--- src/hdl/gdo_pkg.sv ---
package gdo_pkg;

   localparam int unsigned YEAR_W  = 14;
   localparam int unsigned MONTH_W = 4;
   localparam int unsigned DAY_W   = 5;
   localparam int unsigned COUNT_W = 16;

   localparam logic [YEAR_W-1:0]  YEAR_MIN  = 14'd1;
   localparam logic [YEAR_W-1:0]  YEAR_MAX  = 14'd9999;
   localparam logic [MONTH_W-1:0] MONTH_JAN = 4'd1;
   localparam logic [MONTH_W-1:0] MONTH_DEC = 4'd12;
   localparam logic [DAY_W-1:0]   DAY_FIRST = 5'd1;
   localparam logic [DAY_W-1:0]   DAY_DEC   = 5'd31;

   // reciprocal of 100 for a 14-bit year: q = (y * 1311) >> 17, never low,
   // exact for every multiple of four up to 9999
   localparam logic [10:0] RECIP_100 = 11'd1311;
   localparam int unsigned RECIP_SHIFT = 17;
   localparam int unsigned PROD_W = 25;
   localparam int unsigned QUOT_W = 8;
   localparam int unsigned REM_W  = 8;

   // last settle count, giving the leap pipeline time to follow a new year
   localparam logic [1:0] SETTLE_LAST = 2'd2;

   typedef struct packed {
      logic               action;
      logic [YEAR_W-1:0]  start_year;
      logic [MONTH_W-1:0] start_month;
      logic [DAY_W-1:0]   start_day;
      logic [COUNT_W-1:0] day_count;
   } req_type;

   typedef struct packed {
      logic [YEAR_W-1:0]  result_year;
      logic [MONTH_W-1:0] result_month;
      logic [DAY_W-1:0]   result_day;
      logic               year_out_of_range;
   } rsp_type;

   typedef enum logic [2:0] {
      ST_IDLE,
      ST_LOAD,
      ST_SETTLE,
      ST_CLAMP,
      ST_STEP,
      ST_DONE
   } state_type;

   // controller to datapath
   typedef struct packed {
      logic load;
      logic clamp;
      logic step;
      logic mark;
   } cmd_type;

   // datapath to controller
   typedef struct packed {
      logic count_zero;
      logic at_limit;
   } status_type;

   // month length, month 1..12
   function automatic logic [DAY_W-1:0] days_in(input logic [MONTH_W-1:0] month,
                                               input logic leap);
      logic [DAY_W-1:0] len;
      case (month)
         4'd2:                 len = leap ? 5'd29 : 5'd28;
         4'd4, 4'd6, 4'd9, 4'd11: len = 5'd30;
         default:              len = 5'd31;
      endcase
      return len;
   endfunction

endpackage

--- src/hdl/gregorian_date_offset.sv ---
// from start to rsp_strobe the date is walked day by day, ending early when the walk stops
// at the edge of the year range; one date at a time, the step counter moving one day per
// cycle once the leap pipeline has followed the loaded year
// busy stays high from acceptance until the result beat; rsp_strobe is a single cycle
// and the receiver cannot stall it
// synchronous active-high reset returns the controller to idle with no beat pending
module gregorian_date_offset (
   input  logic             clock,
   input  logic             reset,
   input  logic             start,
   input  gdo_pkg::req_type req_item,
   output logic             busy,
   output logic             rsp_strobe,
   output gdo_pkg::rsp_type rsp_item
);

   gdo_pkg::cmd_type    cmd;
   gdo_pkg::status_type status;
   logic                done;
   logic                rsp_strobe_ff;

   gdo_ctrl u_ctrl (
      .clock  (clock),
      .reset  (reset),
      .start  (start),
      .status (status),
      .cmd    (cmd),
      .busy   (busy),
      .done   (done)
   );

   gdo_dpath u_dpath (
      .clock  (clock),
      .req    (req_item),
      .cmd    (cmd),
      .status (status),
      .rsp    (rsp_item)
   );

   // result beat strobe
   always_ff @(posedge clock) begin
      if (reset) begin
         rsp_strobe_ff <= 1'b0;
      end else begin
         rsp_strobe_ff <= done;
      end
   end

   assign rsp_strobe = rsp_strobe_ff;

   // a result beat is never repeated in the next cycle
   a_strobe_single: assert property (@(posedge clock) disable iff (reset)
      rsp_strobe |=> !rsp_strobe)
      else $error("result strobe held for two cycles");

   // an accepted request makes the block busy
   a_accept_busy: assert property (@(posedge clock) disable iff (reset)
      (start && !busy) |=> busy)
      else $error("request accepted but block not busy");

   // the result beat comes only after the block has gone idle
   a_strobe_idle: assert property (@(posedge clock) disable iff (reset)
      rsp_strobe |-> !busy)
      else $error("result beat while still busy");

   // a boundary flag comes with a boundary date
   a_flag_date: assert property (@(posedge clock) disable iff (reset)
      (rsp_strobe && rsp_item.year_out_of_range) |->
         ((rsp_item.result_year == 14'd9999 && rsp_item.result_month == 4'd12
           && rsp_item.result_day == 5'd31)
          || (rsp_item.result_year == 14'd1 && rsp_item.result_month == 4'd1
           && rsp_item.result_day == 5'd1)))
      else $error("range flag without boundary date");

   // the month of a result is always legal
   a_month_range: assert property (@(posedge clock) disable iff (reset)
      rsp_strobe |-> (rsp_item.result_month >= 4'd1 && rsp_item.result_month <= 4'd12))
      else $error("result month out of range");

endmodule

--- src/hdl/gdo_ctrl.sv ---
module gdo_ctrl (
   input  logic                clock,
   input  logic                reset,
   input  logic                start,
   input  gdo_pkg::status_type status,
   output gdo_pkg::cmd_type    cmd,
   output logic                busy,
   output logic                done
);

   gdo_pkg::state_type state_ff, state_in;
   logic [1:0]         settle_ff, settle_in;

   // state register
   always_ff @(posedge clock) begin
      if (reset) begin
         state_ff  <= gdo_pkg::ST_IDLE;
         settle_ff <= 2'd0;
      end else begin
         state_ff  <= state_in;
         settle_ff <= settle_in;
      end
   end

   // next state and commands
   always_comb begin
      state_in  = state_ff;
      settle_in = settle_ff;
      cmd       = '0;
      done      = 1'b0;
      case (state_ff)
         gdo_pkg::ST_IDLE: begin
            if (start) begin
               cmd.load = 1'b1;
               state_in = gdo_pkg::ST_LOAD;
            end
         end
         gdo_pkg::ST_LOAD: begin
            settle_in = 2'd0;
            state_in  = gdo_pkg::ST_SETTLE;
         end
         gdo_pkg::ST_SETTLE: begin
            settle_in = settle_ff + 2'd1;
            if (settle_ff == gdo_pkg::SETTLE_LAST) begin
               state_in = gdo_pkg::ST_CLAMP;
            end
         end
         gdo_pkg::ST_CLAMP: begin
            cmd.clamp = 1'b1;
            state_in  = gdo_pkg::ST_STEP;
         end
         gdo_pkg::ST_STEP: begin
            if (status.count_zero) begin
               state_in = gdo_pkg::ST_DONE;
            end else if (status.at_limit) begin
               cmd.mark = 1'b1;
               state_in = gdo_pkg::ST_DONE;
            end else begin
               cmd.step = 1'b1;
            end
         end
         gdo_pkg::ST_DONE: begin
            done     = 1'b1;
            state_in = gdo_pkg::ST_IDLE;
         end
         default: begin
            state_in = gdo_pkg::ST_IDLE;
         end
      endcase
   end

   assign busy = (state_ff != gdo_pkg::ST_IDLE);

endmodule

--- src/hdl/gdo_dpath.sv ---
module gdo_dpath (
   input  logic                clock,
   input  gdo_pkg::req_type    req,
   input  gdo_pkg::cmd_type    cmd,
   output gdo_pkg::status_type status,
   output gdo_pkg::rsp_type    rsp
);

   logic [gdo_pkg::YEAR_W-1:0]  year_ff, year_in;
   logic [gdo_pkg::MONTH_W-1:0] month_ff, month_in;
   logic [gdo_pkg::DAY_W-1:0]   day_ff, day_in;
   logic [gdo_pkg::COUNT_W-1:0] count_ff, count_in;
   logic                        dir_ff, dir_in;
   logic                        flag_ff, flag_in;

   logic [gdo_pkg::PROD_W-1:0]  prod_ff;
   logic [gdo_pkg::YEAR_W-1:0]  year_a_ff;
   logic [gdo_pkg::REM_W-1:0]   rem_ff;
   logic [1:0]                  quot_lo_ff;
   logic                        div4_ff;
   logic                        leap_ff;

   logic [gdo_pkg::QUOT_W-1:0]  quot;
   logic [gdo_pkg::YEAR_W-1:0]  quot_x100;
   logic [gdo_pkg::YEAR_W-1:0]  rem_wide;
   logic                        rem_zero;
   logic [1:0]                  quot_lo;
   logic [gdo_pkg::DAY_W-1:0]   dim;
   logic [gdo_pkg::DAY_W-1:0]   dim_prev;
   logic [gdo_pkg::MONTH_W-1:0] month_prev;

   // leap stage one: multiply by reciprocal of 100
   always_ff @(posedge clock) begin
      prod_ff   <= gdo_pkg::PROD_W'(year_ff) * gdo_pkg::PROD_W'(gdo_pkg::RECIP_100);
      year_a_ff <= year_ff;
   end

   // leap stage two: remainder, only meaningful for multiples of four
   assign quot      = gdo_pkg::QUOT_W'(prod_ff >> gdo_pkg::RECIP_SHIFT);
   assign quot_x100 = (gdo_pkg::YEAR_W'(quot) << 6) + (gdo_pkg::YEAR_W'(quot) << 5)
                    + (gdo_pkg::YEAR_W'(quot) << 2);
   assign rem_wide  = year_a_ff - quot_x100;

   always_ff @(posedge clock) begin
      rem_ff     <= gdo_pkg::REM_W'(rem_wide);
      quot_lo_ff <= quot[1:0];
      div4_ff    <= (year_a_ff[1:0] == 2'd0);
   end

   // leap stage three: gregorian rule
   assign rem_zero = (rem_ff == 8'd0) || (rem_ff == 8'd100);
   assign quot_lo  = quot_lo_ff + {1'b0, (rem_ff >= 8'd100)};

   always_ff @(posedge clock) begin
      leap_ff <= div4_ff && (!rem_zero || (quot_lo == 2'd0));
   end

   // month lengths for the current and the previous month
   assign dim        = gdo_pkg::days_in(month_ff, leap_ff);
   assign month_prev = month_ff - 4'd1;
   assign dim_prev   = gdo_pkg::days_in(month_prev, leap_ff);

   // status toward the controller
   assign status.count_zero = (count_ff == '0);
   assign status.at_limit   = dir_ff
      ? (day_ff == gdo_pkg::DAY_FIRST && month_ff == gdo_pkg::MONTH_JAN
         && year_ff == gdo_pkg::YEAR_MIN)
      : (day_ff == dim && month_ff == gdo_pkg::MONTH_DEC && year_ff == gdo_pkg::YEAR_MAX);

   // date walk
   always_comb begin
      year_in  = year_ff;
      month_in = month_ff;
      day_in   = day_ff;
      count_in = count_ff;
      dir_in   = dir_ff;
      flag_in  = flag_ff;
      if (cmd.load) begin
         dir_in   = req.action;
         count_in = req.day_count;
         flag_in  = 1'b0;
         year_in  = req.start_year;
         if (req.start_year < gdo_pkg::YEAR_MIN) begin
            year_in = gdo_pkg::YEAR_MIN;
         end else if (req.start_year > gdo_pkg::YEAR_MAX) begin
            year_in = gdo_pkg::YEAR_MAX;
         end
         month_in = req.start_month;
         if (req.start_month < gdo_pkg::MONTH_JAN) begin
            month_in = gdo_pkg::MONTH_JAN;
         end else if (req.start_month > gdo_pkg::MONTH_DEC) begin
            month_in = gdo_pkg::MONTH_DEC;
         end
         day_in = (req.start_day == '0) ? gdo_pkg::DAY_FIRST : req.start_day;
      end else if (cmd.clamp) begin
         if (day_ff > dim) begin
            day_in = dim;
         end
      end else if (cmd.mark) begin
         flag_in = 1'b1;
      end else if (cmd.step) begin
         count_in = count_ff - 16'd1;
         if (!dir_ff) begin
            if (day_ff < dim) begin
               day_in = day_ff + 5'd1;
            end else if (month_ff < gdo_pkg::MONTH_DEC) begin
               month_in = month_ff + 4'd1;
               day_in   = gdo_pkg::DAY_FIRST;
            end else begin
               year_in  = year_ff + 14'd1;
               month_in = gdo_pkg::MONTH_JAN;
               day_in   = gdo_pkg::DAY_FIRST;
            end
         end else begin
            if (day_ff > gdo_pkg::DAY_FIRST) begin
               day_in = day_ff - 5'd1;
            end else if (month_ff > gdo_pkg::MONTH_JAN) begin
               month_in = month_prev;
               day_in   = dim_prev;
            end else begin
               year_in  = year_ff - 14'd1;
               month_in = gdo_pkg::MONTH_DEC;
               day_in   = gdo_pkg::DAY_DEC;
            end
         end
      end
   end

   always_ff @(posedge clock) begin
      year_ff  <= year_in;
      month_ff <= month_in;
      day_ff   <= day_in;
      count_ff <= count_in;
      dir_ff   <= dir_in;
      flag_ff  <= flag_in;
   end

   // result beat fields
   assign rsp.result_year       = year_ff;
   assign rsp.result_month      = month_ff;
   assign rsp.result_day        = day_ff;
   assign rsp.year_out_of_range = flag_ff;

endmodule

--- config.mk ---
export PLATFORM = sky130hd
export DESIGN_NAME = gregorian_date_offset
export DESIGN_NICKNAME = d
export VERILOG_FILES = /design/src/hdl/gdo_pkg.sv /design/src/hdl/gregorian_date_offset.sv /design/src/hdl/gdo_ctrl.sv /design/src/hdl/gdo_dpath.sv
export SDC_FILE = /design/constraint.sdc
export NUM_CORES = 1
export LEC_CHECK = 0
export BUFFER_PORTS_ARGS = -buffer_cell sky130_fd_sc_hd__buf_2
export CAP_MARGIN = 30
export CORE_UTILIZATION = 55
export DETAILED_ROUTE_END_ITERATION = 12
export PLACE_DENSITY = 0.87
export SYNTH_ARGS = -nofsm -noshare
export SYNTH_HDL_FRONTEND = slang
export SYNTH_SLANG_ARGS = --single-unit
--- constraint.sdc ---
create_clock -name clock -period 4.6 [get_ports clock]
set_input_delay 0.46 -clock clock [delete_from_list [all_inputs] [get_ports clock]]
set_output_delay 0.46 -clock clock [all_outputs]
set_load 0.005 [all_outputs]
==> results.yml, run 1 <==
run_status:
  outcome: "finished with violations"
  failed_checks: "negative setup slack"
sta:
  final.setup.worst_slack_ns: -0.115
  final-setup-viol-count: 3
  hold_viol_final: 0
  timing.clock.skew_ns: 0.0124
  fin_crit_ns: 4.71
  rsz0062_at_grt: "true"
  slew-limit-headroom_pct: 44.7
  hold-worst-slack_ns: 0.296
  worst_slew_pin_slew_ns: 0.829
  clock.fmax_mhz: 212
  maxSlewViolCount: 0
  post-route-period-util_pct: 102
  setup_total_negative_slack_ns: -0.323
logic_synthesis:
  dominant_register_cell_in_the_synthesized_netlist: "sky130_fd_sc_hd__edfxtp_1"
  yosys.area_share.simple_pct: 13.7
  post_synth_mux_area_share_pct: 0.285
  largest_family_of_logic_cells_by_synthesized_area: "adder cells"
  syn-mean-instance-area_um2: 9.31
  syn-instance-count: 802
  synth_seq_area_share_pct: 24.9
  edff_count_synth: 40
  synth.top_cells.by_area: "sky130_fd_sc_hd__ha_1, sky130_fd_sc_hd__edfxtp_1, sky130_fd_sc_hd__fa_1"
  yosys_warnings: 0
  net_count_after_synthesis: 1030
  yosysUniqueCellTypes: 64
  synth_area_um2: 7460
  synth_top_cell_area_share_pct: 22.1
  synthArstFlopShare_pct: 0
  synth.ff_latch_count: 73
  synth_xor_area_share_pct: 5.75
  synthAdderAreaFrac_pct: 36.3
  compound_gate_portion_of_the_synthesized_area_pct: 10.6
  yosys.area.top_type: "sky130_fd_sc_hd__ha_1"
die:
  die-area_um2: 14000
  num_io_pins: 69
  initial_core_util_pct: 56.4
  fp-row-count: 42
  placeableCoreArea_um2: 13200
  dieWidth_um: 118
  fp.dieH_um: 118
worst_setup_path:
  timing.critical_path.from_type: "flip-flop"
  arrival_time_reported_for_the_critical_path_endpoint_ns: 5.00
  crit_fanout: 5
  crit_required_ns: 4.89
  crit_path_end_kind: "flip-flop"
  criticalPathCategory: "reg -> reg"
detailed_routing:
  count_of_antenna_violating_nets_left_after_detailed_routing: 0
  first_pass_iters: 6
  drt-wirelength-per-cell_um: 19.2
  first_iter_violations: 756
  totalWireLength_um: 21100
  vias_per_cell: 5.92
  drc: 0
  vias: 6499
global_route:
  grt_antenna_before_repair: 0
  largest_net_degree_at_the_start_of_global_routing: 30
  first_global_vias: 6039
  first_pass_grt_wire_length_um: 30200
  grt_overflow_total: 0
  grt_util_all_layers_pct: 27.6
clock_tree:
  cts.root.buffer_cell: "sky130_fd_sc_hd__clkbuf_16"
  number_of_hold_repair_buffers_added_at_the_cts_stage: 0
  worst_skew_pair.late_latency_ns: 0.35
  count_of_h_tree_levels_built_during_cts: 3
  cts_sinks: 73
  clock_path_buffers: 2
  tritoncts: "done"
  clock_transition_at_path_regs_ns: 0.07
  numCtsBuffers: 9
cells_and_area:
  nets: 1144
  syn_to_final_growth_pct: 19.5
  layout.cells.most_common_list: "sky130_fd_sc_hd__inv_1, sky130_fd_sc_hd__ha_1, sky130_fd_sc_hd__buf_2"
  diode_insertion_count_for_antenna_repair: 0
  layout_commonest_cell: "sky130_fd_sc_hd__inv_1"
  drive_above_1_share_pct: 20.5
  count_of_filler_cells_inserted_in_the_layout: 899
  post_layout_util_pct: 67.4
run:
  cap_viol_max_count: 0
place:
  port_buffers: 68
  hpwl_after_detailed_placement_um: 13700
  place.gp.congestion: 0.962
  pre_cts_slack_ns: -0.0864
hold_path:
  worstHoldPathType: "in -> reg"
-- through the flow --
stage,instance area [µm²],cells
6_report,8920,1097
3_3_place_gp,8220,1064
2_1_floorplan,7470,802
4_1_cts,8640,1090
3_5_place_dp,8220,1064
5_1_grt,8920,1097
-- final timing paths --
kind | to | cells past startpoint | startpoint | slack [ns]
worst max-delay path | u_dpath.prod_ff[22] | 20 | u_dpath.year_ff[7] | -0.11
worst min-delay path | u_dpath.dir_ff | 1 | req_item[39] | 0.30
worst max register to register | u_dpath.prod_ff[22] | 20 | u_dpath.year_ff[7] | -0.11
worst min register to register | u_dpath.rem_ff[0] | 0 | u_dpath.prod_ff[0] | 0.35
-- registers in the layout, summed over array words and instances, names as in the netlist --
| register | count |
|---|---|
| u_dpath.count_ff | 16 |
| u_dpath.year_ff | 14 |
| u_dpath.rem_ff | 8 |
| u_dpath.prod_ff | 7 |
| u_dpath.year_a_ff | 7 |
| u_dpath.day_ff | 5 |
| u_dpath.month_ff | 4 |
| u_ctrl.state_ff | 3 |
| u_ctrl.settle_ff | 2 |
| u_dpath.quot_lo_ff | 2 |
| rsp_strobe | 1 |
| u_dpath.dir_ff | 1 |
| u_dpath.div4_ff | 1 |
| u_dpath.flag_ff | 1 |
| u_dpath.leap_ff | 1 |
-- cells by family after synthesis --
logic type,Yosys count
AOI/OAI and AO/OA,132
xor gates and xnor gates,49
adders and majority gates,185
buffers and inverters,161
DFF,73
muxes,2
and+or+nand+nor,200
-- cell usage after synthesis, drive strengths merged (6+ instances only) --
master and instances:
a21oi 34, o21ai 43, nor3 18, nand2b 6, xor2 10, nand2 50, edfxtp 40, and3 7
o22ai 7, xnor2 39, dfxtp 33, fa 53, nand3 20, a31oi 13, inv 141, ha 132
nor4 7, nor2 53, nand4 6, clkbuf 11, buf 8
-- per-layer routing --
metal / up-vias / share of wire [%] / global-route usage [%]
li1: 2918 / - / -
met1: 3093 / 38 / 35.1
met2: 386 / 48 / 45.8
met3: 102 / 7.5 / 4.58
met4: 0 / 5.7 / 12.8
met5: - / 0 / 0
-- final cells by class --
cell class                 instances  area [µm²]  area share (%)
clock buffer                      10         229            2.57
clock inverter                     6        92.6            1.04
inverter                         142         533            5.97
multi-input combinational        568        5210            58.4
sequential                        73        1860            20.9
tap                              176         220            2.47
timing repair buffer             122         776            8.70
-- worst max-delay path, stage by stage (launching register included) --
cell and delay, ns:
sky130_fd_sc_hd__edfxtp_1 0.53, sky130_fd_sc_hd__inv_1 0.20, sky130_fd_sc_hd__fa_1 0.49, sky130_fd_sc_hd__inv_1 0.11, sky130_fd_sc_hd__ha_1 0.15, sky130_fd_sc_hd__inv_1 0.06
sky130_fd_sc_hd__fa_1 0.50, sky130_fd_sc_hd__inv_1 0.05, sky130_fd_sc_hd__fa_1 0.48, sky130_fd_sc_hd__inv_1 0.07, sky130_fd_sc_hd__fa_1 0.54, sky130_fd_sc_hd__inv_1 0.07
sky130_fd_sc_hd__ha_4 0.25, sky130_fd_sc_hd__a21oi_2 0.14, sky130_fd_sc_hd__o21ai_2 0.09, sky130_fd_sc_hd__a221oi_4 0.29, sky130_fd_sc_hd__a21boi_2 0.09, sky130_fd_sc_hd__buf_4 0.14
sky130_fd_sc_hd__buf_6 0.12, sky130_fd_sc_hd__a31oi_4 0.15, sky130_fd_sc_hd__xnor2_1 0.12
-- repair_timing --
item | CTS | global route
gates resized for setup | 5 | 49
pin swaps | 9 | 19
endpoints found under the setup margin | 3 | 6
buffers inserted | 10 | 7
Power of run 1 is left out: the tool's default activity adds up to more than one toggle a clock period on the data nets, which glitch-free logic cannot reach.
==> run 2: changes to the inputs <==
Settings changed: MAX_ROUTING_LAYER set to met4.
==> run 2 against run 1 <==
The run still ends with negative setup slack left; design area decreased by 0.39%; worst hold slack gained 0.0015 ns; setup slack lost 0.020 ns; global-route usage rose by 1.8 points; largest cell class unchanged; highest routed layer unchanged.
==> results.yml, run 2 (synthesized netlist as in run 1, its figures left out) <==
run_status:
  outcome: "finished with violations"
  failed_checks: "negative setup slack"
global_route:
  grt_util_met3_pct: 4.49
  grt_util_all_layers_pct: 29.4
  grt.busiest_layer: "met2"
  grt_overflow_total: 0
  grt_util_met2_pct: 48.6
  first_global_vias: 6437
  met1_capacity_usage_during_global_routing_pct: 34.2
  first_pass_grt_wire_length_um: 31300
  largest_net_degree_at_the_start_of_global_routing: 45
  grt_antenna_before_repair: 0
detailed_routing:
  drt-wirelength-per-cell_um: 19.8
  vias_per_cell: 6.01
  first_pass_iters: 5
  drc: 0
  count_of_antenna_violating_nets_left_after_detailed_routing: 0
  totalWireLength_um: 21800
  first_iter_violations: 767
  vias: 6610
clock_tree:
  numCtsBuffers: 9
  clock_transition_at_path_regs_ns: 0.06
  cts_sinks: 73
  clock_path_buffers: 2
  worst_skew_pair.late_latency_ns: 0.34
  cts.root.buffer_cell: "sky130_fd_sc_hd__clkbuf_16"
  tritoncts: "done"
  count_of_h_tree_levels_built_during_cts: 3
sta:
  worst_slew_pin_slew_ns: 0.850
  rsz0062_at_grt: "true"
  maxSlewViolCount: 0
  fin_crit_ns: 4.73
  final.setup.worst_slack_ns: -0.135
  post-route-period-util_pct: 103
  clock.fmax_mhz: 211
  hold_viol_final: 0
  hold-worst-slack_ns: 0.297
  timing.clock.skew_ns: 0.00886
  slew-limit-headroom_pct: 43.3
  final-setup-viol-count: 4
die:
  dieWidth_um: 118
  num_io_pins: 69
  placeableCoreArea_um2: 13200
  die-area_um2: 14000
  fp.dieH_um: 118
  initial_core_util_pct: 56.4
  fp-row-count: 42
hold_path:
  worst_hold_startpoint: "req_item[39]"
  worstHoldPathType: "in -> reg"
place:
  port_buffers: 68
  place.gp.congestion: 0.966
  hpwl_after_detailed_placement_um: 14300
cells_and_area:
  registers.top_by_ff_count: "u_dpath.count_ff"
  number_of_flip_flops_under_the_largest_register_name: 16
  largest_registers: "u_dpath.count_ff (16), u_dpath.year_ff (14), u_dpath.rem_ff (8)"
  nets: 1146
  layout.cells.most_common_list: "sky130_fd_sc_hd__inv_1, sky130_fd_sc_hd__ha_1, sky130_fd_sc_hd__buf_2"
  diode_insertion_count_for_antenna_repair: 0
  drive_above_1_share_pct: 20.0
  layout_commonest_cell: "sky130_fd_sc_hd__inv_1"
  count_of_filler_cells_inserted_in_the_layout: 911
  syn_to_final_growth_pct: 19.1
worst_setup_path:
  timing.critical_path.from_type: "flip-flop"
  worst_path_dominant_cell_family: "adder cells"
  timing.critical_path.buf_inv: 5
  crit_path_end_kind: "flip-flop"
  critical_path.slowest_cell: "sky130_fd_sc_hd__fa_1"
  crit_path_max_incr_delay_ns: 0.53
  reg2reg_from: "u_dpath.year_ff[9]"
  crit_required_ns: 4.89
  arrival_time_reported_for_the_critical_path_endpoint_ns: 5.02
  crit_top_cell: "sky130_fd_sc_hd__fa_1"
  crit_chain: "buf_4 -> fa_1 -> ha_1 -> inv_1 -> fa_1 -> inv_1 -> fa_1 -> inv_2 -> fa_1 -> inv_2 -> ha_4 -> a21oi_2 -> o21ai_2 -> a221oi_4 -> a21boi_2 -> or4b_1 -> nand3_1"
  criticalPathCategory: "reg -> reg"
  crit_fanout: 4
  critPathLaunch: "u_dpath.year_ff[9]"
run:
  cap_viol_max_count: 0
==> run 2: worst reg2reg max path, delay by kind of cell (launching register included) <==
kind	cells	cell delay (ns)
buffers and inverters	5	0.43
DFF	1	0.46
and+or+nand+nor	2	0.60
adders and majority gates	6	2.60
AOI/OAI and AO/OA	4	0.60
==> run 2: metal layers <==
layer / vias up / routed length [µm]
met3: 135 / 1840
met2: 435 / 10400
met1: 3111 / 8030
li1: 2929 / -
met4: 0 / 1520
met5: - / 0
==> run 2: final cells by class <==
class | count | area, µm² | area share [%]
timing repair buffer | 124 | 803 | 9.04
sequential | 73 | 1860 | 21.0
clock inverter | 5 | 37.5 | 0.422
tap | 176 | 220 | 2.48
inverter | 142 | 533 | 6.00
multi-input combinational | 568 | 5180 | 58.3
clock buffer | 11 | 254 | 2.86
==> run 2: through the flow <==
step | worst slack [ns] | area, µm² | setup TNS (ns) | util, % | instances
after floorplan | 0.0211 | 7470 | 0 | - | 802
final | -0.135 | 8890 | -0.290 | 67.1 | 1099
after global routing | -0.252 | 8890 | -0.738 | 67.1 | 1099
after global placement | 0.0660 | 8230 | 0 | 62.2 | 1064
after CTS | 0.00484 | 8610 | 0 | 65.0 | 1089
after detailed placement | -0.0830 | 8230 | -0.139 | 62.2 | 1064
==> run 2: timing repair <==
action                                  in CTS  in global routing
endpoints found under the setup margin       2                  6
buffers inserted                             9                 11
hold buffers                                 0                  0
pin swaps                                    5                 26
resized for setup                            5                 41
==> run 2: worst paths after layout <==
check / cells past startpoint / slack [ns] / end
hold reg to reg: 0 / 0.36 / u_dpath.rem_ff[0]
hold / removal: 1 / 0.30 / u_dpath.dir_ff
setup / recovery: 17 / -0.13 / u_dpath.prod_ff[19]
setup reg to reg: 17 / -0.13 / u_dpath.prod_ff[19]
Power of run 2 is left out for the same reason.
